File: src/hw/rtl/vdev_pkg.sv
// Shared definitions for the varint delta event decoder.
// Holds status codes, register indexes and field widths; no dependencies.
package vdev_pkg;

	localparam int unsigned WordW   = 32;
	localparam int unsigned ByteW   = 8;
	localparam int unsigned StatusW = 3;
	localparam int unsigned CfgIdxW = 2;
	localparam int unsigned GroupW  = 3;

	// Index of the last 7-bit group of a delta (bit offset 28)
	localparam logic [GroupW-1:0] LastGroup = 3'd4;

	typedef enum logic [StatusW-1:0] {
		ST_EVENT     = 3'd0,
		ST_DONE      = 3'd1,
		ST_OVERFLOW  = 3'd2,
		ST_OUTSIDE   = 3'd3,
		ST_BADVARINT = 3'd4,
		ST_TRAILING  = 3'd5
	} status_t;

	typedef enum logic [CfgIdxW-1:0] {
		REG_TOTAL_TICKS    = 2'd0,
		REG_EVENT_TOTAL    = 2'd1,
		REG_ENCODED_LENGTH = 2'd2,
		REG_UNUSED         = 2'd3
	} cfg_reg_t;

endpackage

File: src/hw/rtl/varint_delta_event_decoder_top.sv
// Varint delta event decoder, single module.
// Depends on vdev_pkg for status codes, register indexes and widths.
//
// Decodes a byte stream of events (base-128 tick delta, low group first, up to
// five bytes, then one volume byte) into absolute ticks. One byte is taken per
// cycle unless stalled: a byte is held in the input register, where the decode,
// the 33-bit tick add and the range compares finish, and any result lands in
// the output register. A result waiting downstream holds the byte in the input
// register, so the input stalls once that register is full. Only the last byte
// of an event or an error gives a result. The first error, or the final event,
// stops the stream; later bytes are taken and dropped. Writing any of the three
// registers restarts the stream; index 3 is ignored.
module varint_delta_event_decoder_top (
	input  logic                              clk,
	input  logic                              arst_n,
	input  logic                              in_valid,
	output logic                              in_ready,
	input  logic [vdev_pkg::ByteW-1:0]        data_byte,
	output logic                              out_valid,
	input  logic                              out_ready,
	output logic [vdev_pkg::WordW-1:0]        event_tick,
	output logic [vdev_pkg::ByteW-1:0]        event_volume,
	output logic [vdev_pkg::StatusW-1:0]      status,
	input  logic                              cfg_valid,
	output logic                              cfg_ready,
	input  logic [vdev_pkg::CfgIdxW-1:0]      cfg_index,
	input  logic [vdev_pkg::WordW-1:0]        cfg_data
);

	localparam int unsigned W = vdev_pkg::WordW;

	logic [W-1:0] total_ticks_q;
	logic [W-1:0] event_total_q;
	logic [W-1:0] encoded_length_q;

	logic                          reading_volume_q;
	logic [W-1:0]                  delta_accum_q;
	logic [vdev_pkg::GroupW-1:0]   group_q;
	logic [W-1:0]                  prior_tick_q;
	logic [W-1:0]                  pending_tick_q;
	logic [W-1:0]                  events_done_q;
	logic [W-1:0]                  bytes_seen_q;
	logic                          stopped_q;

	logic                          valid_s1;
	logic [vdev_pkg::ByteW-1:0]    byte_s1;

	logic                          out_valid_q;
	logic [W-1:0]                  tick_q;
	logic [vdev_pkg::ByteW-1:0]    volume_q;
	vdev_pkg::status_t             status_q;

	logic cfg_write;
	logic restart;
	logic s1_go;
	logic step;

	logic                          emit;
	vdev_pkg::status_t             emit_status;
	logic [W-1:0]                  emit_tick;
	logic [vdev_pkg::ByteW-1:0]    emit_volume;
	logic                          stop_next;
	logic                          reading_volume_next;
	logic [W-1:0]                  delta_accum_next;
	logic [vdev_pkg::GroupW-1:0]   group_next;
	logic [W-1:0]                  prior_tick_next;
	logic [W-1:0]                  pending_tick_next;
	logic [W-1:0]                  events_done_next;

	logic [W-1:0]                  bytes_inc;
	logic [W-1:0]                  events_inc;
	logic [W-1:0]                  part_shifted;
	logic [W-1:0]                  accum_or;
	logic [W:0]                    sum;
	logic                          part_overflow;
	logic                          at_end;

	assign cfg_ready = 1'b1;
	assign cfg_write = cfg_valid && cfg_ready;
	assign restart   = cfg_write && (cfg_index != vdev_pkg::REG_UNUSED);

	assign s1_go    = !out_valid_q || out_ready;
	assign in_ready = !valid_s1 || s1_go;
	assign step     = valid_s1 && s1_go;

	assign bytes_inc  = bytes_seen_q + W'(1);
	assign events_inc = events_done_q + W'(1);
	assign at_end     = bytes_inc >= encoded_length_q;

	always_comb begin
		case (group_q)
			3'd0:    part_shifted = W'(byte_s1[6:0]);
			3'd1:    part_shifted = W'(byte_s1[6:0]) << 7;
			3'd2:    part_shifted = W'(byte_s1[6:0]) << 14;
			3'd3:    part_shifted = W'(byte_s1[6:0]) << 21;
			default: part_shifted = W'(byte_s1[6:0]) << 28;
		endcase
	end

	assign part_overflow = (group_q == vdev_pkg::LastGroup) && (byte_s1[6:4] != 3'd0);
	assign accum_or      = delta_accum_q | part_shifted;
	assign sum           = {1'b0, prior_tick_q} + {1'b0, accum_or};

	always_comb begin
		emit                = 1'b0;
		emit_status         = vdev_pkg::ST_EVENT;
		emit_tick           = '0;
		emit_volume         = '0;
		stop_next           = stopped_q;
		reading_volume_next = reading_volume_q;
		delta_accum_next    = delta_accum_q;
		group_next          = group_q;
		prior_tick_next     = prior_tick_q;
		pending_tick_next   = pending_tick_q;
		events_done_next    = events_done_q;
		if (stopped_q) begin
			emit = 1'b0;
		end else if (events_done_q >= event_total_q) begin
			emit        = 1'b1;
			emit_status = vdev_pkg::ST_TRAILING;
			stop_next   = 1'b1;
		end else if (bytes_seen_q >= encoded_length_q) begin
			emit        = 1'b1;
			emit_status = vdev_pkg::ST_BADVARINT;
			stop_next   = 1'b1;
		end else if (!reading_volume_q) begin
			if (part_overflow) begin
				emit        = 1'b1;
				emit_status = vdev_pkg::ST_OVERFLOW;
				stop_next   = 1'b1;
			end else if (!byte_s1[7]) begin
				if (sum[W]) begin
					emit        = 1'b1;
					emit_status = vdev_pkg::ST_OVERFLOW;
					stop_next   = 1'b1;
				end else if (sum[W-1:0] >= total_ticks_q || at_end) begin
					emit        = 1'b1;
					emit_status = vdev_pkg::ST_OUTSIDE;
					stop_next   = 1'b1;
				end else begin
					delta_accum_next    = accum_or;
					pending_tick_next   = sum[W-1:0];
					reading_volume_next = 1'b1;
				end
			end else if (group_q == vdev_pkg::LastGroup || at_end) begin
				emit        = 1'b1;
				emit_status = vdev_pkg::ST_BADVARINT;
				stop_next   = 1'b1;
			end else begin
				delta_accum_next = accum_or;
				group_next       = group_q + vdev_pkg::GroupW'(1);
			end
		end else begin
			prior_tick_next     = pending_tick_q;
			events_done_next    = events_inc;
			reading_volume_next = 1'b0;
			delta_accum_next    = '0;
			group_next          = '0;
			emit                = 1'b1;
			emit_tick           = pending_tick_q;
			emit_volume         = byte_s1;
			if (events_inc == event_total_q) begin
				stop_next   = 1'b1;
				emit_status = (bytes_inc == encoded_length_q) ? vdev_pkg::ST_DONE
				                                              : vdev_pkg::ST_TRAILING;
			end
		end
	end

	always_ff @(posedge clk or negedge arst_n) begin
		if (!arst_n) begin
			total_ticks_q    <= '0;
			event_total_q    <= '0;
			encoded_length_q <= '0;
		end else if (cfg_write) begin
			unique case (cfg_index)
				vdev_pkg::REG_TOTAL_TICKS:    total_ticks_q    <= cfg_data;
				vdev_pkg::REG_EVENT_TOTAL:    event_total_q    <= cfg_data;
				vdev_pkg::REG_ENCODED_LENGTH: encoded_length_q <= cfg_data;
				default:                      ;
			endcase
		end
	end

	always_ff @(posedge clk or negedge arst_n) begin
		if (!arst_n) begin
			reading_volume_q <= 1'b0;
			delta_accum_q    <= '0;
			group_q          <= '0;
			prior_tick_q     <= '0;
			pending_tick_q   <= '0;
			events_done_q    <= '0;
			bytes_seen_q     <= '0;
			stopped_q        <= 1'b0;
		end else if (restart) begin
			reading_volume_q <= 1'b0;
			delta_accum_q    <= '0;
			group_q          <= '0;
			prior_tick_q     <= '0;
			pending_tick_q   <= '0;
			events_done_q    <= '0;
			bytes_seen_q     <= '0;
			stopped_q        <= 1'b0;
		end else if (step && !stopped_q) begin
			reading_volume_q <= reading_volume_next;
			delta_accum_q    <= delta_accum_next;
			group_q          <= group_next;
			prior_tick_q     <= prior_tick_next;
			pending_tick_q   <= pending_tick_next;
			events_done_q    <= events_done_next;
			bytes_seen_q     <= bytes_inc;
			stopped_q        <= stop_next;
		end
	end

	always_ff @(posedge clk or negedge arst_n) begin
		if (!arst_n) begin
			valid_s1 <= 1'b0;
		end else if (in_ready) begin
			valid_s1 <= in_valid;
		end
	end

	always_ff @(posedge clk) begin
		if (in_valid && in_ready) begin
			byte_s1 <= data_byte;
		end
	end

	always_ff @(posedge clk or negedge arst_n) begin
		if (!arst_n) begin
			out_valid_q <= 1'b0;
		end else if (step && emit) begin
			out_valid_q <= 1'b1;
		end else if (out_ready) begin
			out_valid_q <= 1'b0;
		end
	end

	always_ff @(posedge clk) begin
		if (step && emit) begin
			tick_q   <= emit_tick;
			volume_q <= emit_volume;
			status_q <= emit_status;
		end
	end

	assign out_valid    = out_valid_q;
	assign event_tick   = tick_q;
	assign event_volume = volume_q;
	assign status       = status_q;

endmodule
File: config.mk
export PLATFORM = sky130hd
export DESIGN_NAME = varint_delta_event_decoder_top
export DESIGN_NICKNAME = d
export VERILOG_FILES = /design/src/hw/rtl/vdev_pkg.sv /design/src/hw/rtl/varint_delta_event_decoder_top.sv
export SDC_FILE = /design/constraint.sdc
export NUM_CORES = 1
export LEC_CHECK = 0
export BUFFER_PORTS_ARGS = -buffer_cell sky130_fd_sc_hd__buf_2
export CAP_MARGIN = 20
export CORE_MARGIN = 5
export CORE_UTILIZATION = 40
export CTS_BUF_LIST = sky130_fd_sc_hd__clkbuf_8
export DETAILED_ROUTE_END_ITERATION = 16
export PLACE_DENSITY = 0.67
export SLEW_MARGIN = 20
export SYNTH_ARGS = -nofsm -noshare
export SYNTH_HDL_FRONTEND = slang
export SYNTH_SLANG_ARGS = --single-unit
File: constraint.sdc
create_clock -name clk -period 18.5 [get_ports clk]
set_input_delay 0.925 -clock clk [delete_from_list [all_inputs] [get_ports clk]]
set_output_delay 0.925 -clock clk [all_outputs]
set_load 0.01 [all_outputs]
==> results of run 1 <==
==> kinds of logic after synthesis <==
group | synth area share (%)
and+or+nand+nor | 15.9
AOI/OAI and AO/OA | 12.7
DFF | 42.7
buffers and inverters | 4.16
adders and majority gates | 11.1
xor gates and xnor gates | 6.91
muxes | 6.59
other | 0.0197
==> synth_stat cells (4+ instances only) <==
cell type	n
dfrtp_1	263
nor2_1	177
nand2_1	168
ha_1	167
inv_1	115
a21oi_1	107
xnor2_1	81
o21ai_0	73
xor2_1	69
mux2_2	65
and3_1	61
clkbuf_1	61
a21o_1	58
edfxtp_1	51
mux2i_1	51
a31oi_1	41
nand3_1	40
nand4_1	35
nor3_1	24
or3_1	21
o21ai_1	17
nand2b_1	12
buf_2	11
a211oi_1	10
and2_1	10
nor2b_1	9
o211ai_1	8
buf_1	7
nor4_1	7
o21a_1	7
a221oi_1	6
nand3b_1	6
a2bb2oi_1	5
and4_1	5
buf_4	5
a211o_1	4
nor3b_1	4
nor4_2	4
==> worst reg2reg max path: stages (launching register included) <==
cell	delay [ns]
dfrtp_1	0.44
inv_1	0.11
ha_1	0.19
nor2b_1	0.79
a21o_1	0.29
ha_1	0.25
a211oi_1	0.30
o21ai_0	0.21
a21bo_2	0.26
a21oi_1	0.20
nor2b_1	0.07
nor2_1	0.11
xnor2_1	0.16
ha_1	0.29
a21o_1	0.16
a21o_1	0.17
a21oi_1	0.14
o31ai_1	0.11
a2111oi_0	0.84
o21ai_1	0.35
or2_1	0.34
o21a_1	0.20
o31a_4	0.59
==> flip-flops by register name, summed over array words and instances (netlist names) <==
| name | flops |
|---|---|
| bytes_seen_q | 32 |
| delta_accum_q | 32 |
| encoded_length_q | 32 |
| event_tick | 32 |
| event_total_q | 32 |
| events_done_q | 32 |
| pending_tick_q | 32 |
| prior_tick_q | 32 |
| total_ticks_q | 32 |
| byte_s1 | 8 |
| event_volume | 8 |
| group_q | 3 |
| status | 3 |
| out_valid | 1 |
| reading_volume_q | 1 |
| stopped_q | 1 |
| valid_s1 | 1 |
==> stage by stage <==
step	power, mW	hold slack, ns	utilization, %
floorplan	1.08	0.464	-
global placement	1.19	0.479	42.9
detailed placement	1.21	0.486	42.9
CTS	1.90	0.428	45.4
global route	1.98	0.449	45.4
finish	1.88	0.392	45.4
==> placed cells by master, fill, tap and decap left out, types with 65 or more instances in the layout <==
cell type and count:
dfrtp_1 263, nor2_1 176, nand2_1 167, ha_1 167, inv_1 127, a21oi_1 107, buf_2 90, xnor2_1 81
o21ai_0 73, xor2_1 69, clkbuf_8 67, mux2_2 65
==> layer usage <==
metal / GRT usage, % / up-vias / routed length (µm)
li1: - / 7018 / -
met5: 0 / - / 0
met1: 26.1 / 7223 / 23300
met3: 3.18 / 104 / 2570
met2: 29.0 / 377 / 22300
met4: 5.84 / 0 / 1540
==> power groups by stage <==
stage	Combinational, mW	Sequential, mW	Clock (mW)
floorplan	0.269	0.813	0
global placement	0.369	0.825	0
detailed placement	0.384	0.826	0
CTS	0.387	0.814	0.698
global route	0.433	0.821	0.729
finish	0.386	0.814	0.682
==> how the worst max path moves through the flow <==
stage | start | to | cells after the start
5_1_grt | group_q[0] | event_volume[5] | 22
6_report | group_q[0] | event_volume[6] | 22
3_3_place_gp | group_q[0] | event_tick[2] | 22
2_1_floorplan | group_q[0] | event_tick[0] | 21
3_5_place_dp | group_q[0] | event_tick[21] | 22
4_1_cts | group_q[0] | event_tick[18] | 22
==> cell type report <==
cell class | count | area [µm²] | area share, %
inverter | 115 | 432 | 2.03
multi-input combinational | 1425 | 10200 | 47.9
clock inverter | 32 | 244 | 1.15
tap | 607 | 759 | 3.58
antenna | 1 | 2.50 | 0.0118
clock buffer | 67 | 922 | 4.35
timing repair buffer | 104 | 579 | 2.73
sequential | 314 | 8110 | 38.2
==> out/metrics.yaml, run 1 <==
place:
  port_buffers: 91
  dp_cells: 2565
  dp_hpwl_um: 35400
  pre_cts_ws_ns: 11.76
  gp_congestion: 0.912
  placed_area_mm2: 0.0200
clock_network:
  clock_latency_ns: 0.62
  ctsResizeCount: 0
  holdBufCountCts: 0
  clk_pin_slew_worst_paths_ns: 0.06
  cts_max_level: 2
  cts_buffers: 53
  cts_root_buf: "clkbuf_8"
  cts_setup_buffers: 0
  cts.sinks: 314
  cts_max_path_buffers: 3
  cts_tree: "done"
die:
  ioPinCount: 93
  chipHeight_um: 228
  dieArea_mm2: 0.0520
  start_util_pct: 40.7
  die_w_um: 228
  rows: 79
  core_mm2: 0.0468
yosys:
  syn_nets: 2154
  async_reset_ff_share_pct: 83.8
  synth-seq-cells: 314
  synth.top_cell.area_share_pct: 34.6
  yosys-top-cells-area: "dfrtp_1 35%, ha_1 11%, edfxtp_1 8.1%"
  ys_types: 84
  synth-edff-count: 51
  netlist_instances: 1939
  yosys_warnings: 0
  synth_largest_area_cell: "dfrtp_1"
  syn_area_per_cell_um2: 9.81
  synth_area_mm2: 0.0190
  synthFlopType: "dfrtp_1"
  yosysSeqAreaShare_pct: 42.7
route:
  route.detailed.drc: 0
  wire_per_inst_um: 18.6
  dr.pass1.iters: 5
  vias: 14700
  ant_nets: 0
  drt_wl_total_um: 49700
  drt-initial-drc-count: 1012
  via_per_inst: 5.52
worst_setup_path:
  cpPeakStageDelay_ns: 0.84
  cp_max_fo: 43
  r2r_cells: 22
  crit_buf_inv: 1
  worstSetupPathType: "reg2reg"
  cp_slowest_cell: "a2111oi_0"
  rr_startpoint: "group_q[0]"
  timing.rr.end: "event_volume[6]"
  reg2reg_slack_ns: 11.56
  start_kind: "register"
  cp_cell_sequence: "inv_1 > ha_1 > nor2b_1 > a21o_1 > ha_1 > a211oi_1 > o21ai_0 > a21bo_2 > a21oi_1 > nor2b_1 > nor2_1 > xnor2_1 > ha_1 > a21o_1 > a21o_1 > a21oi_1 > o31ai_1 > a2111oi_0 > o21ai_1 > or2_1 > o21a_1 > o31a_4"
  crit_family: "compound AO/OA/AOI/OAI gates"
  critPathCaptureType: "register"
  worstPathRequired_ns: 18.77
  crit_arrival_ns: 7.21
power_and_ir_drop:
  p_clk_share_pct: 36.2
  sw_frac_of_total_pct: 30.8
  switching_power_mw: 0.579
  p_int_mw: 1.30
  p_per_area_mw_per_mm2: 88.7
  vdd_drop_max_v: 0.0000546
  p_leak_nw: 10.5
  power_frac_seq_pct: 43.3
  pwr-share-comb_pct: 20.5
timing:
  slew_violations: 0
  worst_slew_pin_slew_ns: 1.07
  fin_ws_ns: 11.56
  setup_tns_ns: 0
  period_minus_slack_ns: 6.94
  finClkSkew_ns: 0.0219
  fmax_mhz: 144
  rsz0062_at_grt: "false"
  setup_viol: 0
  max-slew-margin-rel_pct: 28.5
  hold_violations: 0
  layout_worst_path_cycle_share_pct: 37.5
grt:
  track_usage_pct: 18.4
  grt_pass1_vias: 14500
  antenna_found_initial: 1
  grt_max_degree: 140
  grt_pass1_wl_um: 79000
  grt_overflow: 0
outcome:
  outcome: "completed"
cells_and_area:
  final_area_mm2: 0.0212
  nNetsFinal: 2228
  fin_cells: 2665
  area_growth_pct: 11.6
  fillerInstances: 4432
  drive_gt1_share_pct: 13.9
worst_hold_path:
  worstHoldPathType: "in2async"
run:
  cap_violations: 0
(Power assumes the default switching activity.)
==> run 2: changes to the inputs <==
- ABC_AREA: not set -> 1
- PLACE_DENSITY: 0.67 -> 0.69
- clock period: 18.5 -> 5.8 ns (I/O delays scaled with it)
==> out/metrics.yaml, run 2 <==
timing:
  hold_violations: 0
  finClkSkew_ns: 0.0339
  worst_slew_pin_slew_ns: 1.08
  fmax_mhz: 192
  setup_tns_ns: 0
  fin_ws_ns: 0.604
  layout_worst_path_cycle_share_pct: 89.6
  slew_violations: 0
  max-slew-margin-rel_pct: 27.9
  period_minus_slack_ns: 5.20
  setup_viol: 0
  rsz0062_at_grt: "false"
power_and_ir_drop:
  vdd_drop_max_v: 0.000191
  p_clk_share_pct: 26.2
  power_mw: 7.97
  p_per_area_mw_per_mm2: 360
  sw_frac_of_total_pct: 40.2
  p_leak_nw: 11.1
  power_frac_seq_pct: 37.1
  pwr-share-comb_pct: 36.7
  switching_power_mw: 3.21
  p_int_mw: 4.77
clock_network:
  clock_latency_ns: 0.64
  cts_max_level: 2
  clk_pin_slew_worst_paths_ns: 0.06
  cts_tree: "done"
  cts_buffers: 55
  cts_setup_buffers: 0
  cts_max_path_buffers: 3
  cts_root_buf: "clkbuf_8"
  cts.sinks: 314
worst_setup_path:
  cpPeakStageDelay_ns: 0.45
  crit_top_cell: "nand2_1"
  cp_max_fo: 43
  worstPathRequired_ns: 6.05
  rr_startpoint: "group_q[0]"
  start_kind: "register"
  cp_slowest_cell: "buf_4"
  reg2reg_slack_ns: 0.60
  startpoint: "group_q[0]"
  worstSetupPathType: "reg2reg"
  critPathCaptureType: "register"
  crit_arrival_ns: 5.44
route:
  vias: 17500
  route.detailed.drc: 0
  drt_wl_total_um: 56500
  drt-initial-drc-count: 1447
  ant_nets: 0
  wire_per_inst_um: 16.8
  via_per_inst: 5.18
  dr.pass1.iters: 6
die:
  dieArea_mm2: 0.0540
  chipHeight_um: 232
  core_mm2: 0.0490
  die_w_um: 232
  start_util_pct: 40.4
  rows: 81
  ioPinCount: 93
yosys:
  synth-edff-count: 51
  netlist_instances: 2558
  syn_nets: 2773
  yosys_warnings: 0
  async_reset_ff_share_pct: 83.8
  synth_common_cells: "693 x nand2_1, 351 x inv_1, 263 x dfrtp_1"
  synth-seq-cells: 314
  synth_largest_area_cell: "dfrtp_1"
  synthFlopType: "dfrtp_1"
  ys_types: 49
  synth.most_common_cell: "nand2_1"
  yosysSeqAreaShare_pct: 41.0
  syn_area_per_cell_um2: 7.73
  synth.top_cell.area_share_pct: 33.3
  yosys-top-cells-area: "dfrtp_1 33%, nand2_1 13%, ha_1 11%"
  synth_area_mm2: 0.0198
grt:
  grt_overflow: 0
  track_usage_pct: 20.8
  antenna_found_initial: 0
  grt_pass1_wl_um: 90500
  grt_max_degree: 155
  grt_pass1_vias: 17300
cells_and_area:
  final_common_cell: "nand2_1"
  diodes: 0
  area_growth_pct: 11.9
  final_cell_mix: "691 x nand2_1, 364 x inv_1, 263 x dfrtp_1, 206 x o21ai_0, 169 x nor2_1"
  nNetsFinal: 2881
  drive_gt1_share_pct: 9.46
  utilization_pct: 45.2
worst_hold_path:
  hold_start: "cfg_data[18]"
  worstHoldPathType: "in2reg"
place:
  pre_cts_ws_ns: 0.590
  port_buffers: 91
  dp_hpwl_um: 42600
  gp_congestion: 0.981
outcome:
  outcome: "completed"
run:
  cap_violations: 0
-- run 2: cell types whose count changed after synthesis, moves of 37 or more --
cell | before | now
nand2_1 | 168 | 693
inv_1 | 115 | 351
o21ai_0 | 73 | 206
nand3_1 | 40 | 158
xnor2_1 | 81 | 10
mux2_2 | 65 | 0
and3_1 | 61 | 1
a21o_1 | 58 | 4
mux2i_1 | 51 | 0
a31oi_1 | 41 | 4
-- run 2: what timing repair did --
action / in CTS / in global routing
gates resized for setup: 0 / 1
endpoints found under the hold margin: 126 / 0
hold buffers: 17 / 0
endpoints found under the setup margin: 0 / 4
-- run 2: worst paths after layout --
| kind | depth (start not counted) | endpoint |
|---|---|---|
| setup reg to reg | 28 | event_tick[19] |
| hold / removal | 3 | encoded_length_q[18] |
| min in group asynchronous | 2 | events_done_q[14] |
| hold reg to reg | 2 | total_ticks_q[13] |
| max in group asynchronous | 3 | delta_accum_q[25] |
| setup / recovery | 28 | event_tick[19] |
-- run 2: final cells by class --
class | instances | area [µm²]
sequential | 314 | 8110
clock inverter | 31 | 186
fill | 4893 | 26800
multi-input combinational | 1817 | 10000
inverter | 357 | 1340
timing repair buffer | 121 | 746
clock buffer | 67 | 922
tap | 664 | 831
-- run 2: cell families (layout without fill, tap and decap cells) --
family	after synthesis	in the layout	synth area share, %
flops	314	314	41.0
other cells	1	1	0.0190
compound gates	447	447	12.1
xor+xnor	55	55	2.89
buf+inv	427	576	8.58
simple gates	1146	1146	24.7
fa+ha+maj	168	168	10.7
-- run 2: routing by layer --
metal / up-vias / track usage (%) / routed length, µm
met3: 124 / 3.05 / 3060
met4: 0 / 8.16 / 2220
met1: 8251 / 27.1 / 24900
li1: 8576 / - / -
met2: 514 / 34.9 / 26400
met5: - / 0 / 0
-- run 2: through the flow --
stage	hold WS, ns	cells	cell area (µm²)
global placement	0.410	3256	20900
floorplan	-0.00559	2558	19800
global route	0.0234	3371	22100
detailed placement	0.420	3256	20900
CTS	0.00103	3371	22100
finish	0.0425	3371	22100
-- run 2: power by group through the flow --
| stage | clock (mW) | combinational [mW] | sequential, mW |
|---|---|---|---|
| finish | 2.09 | 2.93 | 2.96 |
| floorplan | 0 | 2.05 | 2.94 |
| CTS | 2.14 | 2.92 | 2.95 |
| global route | 2.24 | 3.31 | 3.00 |
| detailed placement | 0 | 2.90 | 2.99 |
| global placement | 0 | 2.80 | 2.97 |
-- run 2: critical path, delay by kind of cell, from the launching register on --
kind            cells  cell delay, ns
simple gates       17            1.75
compound gates      5            1.03
fa+ha+maj           3            0.81
flops               1            0.43
xor+xnor            1            0.16
buf+inv             2            0.58
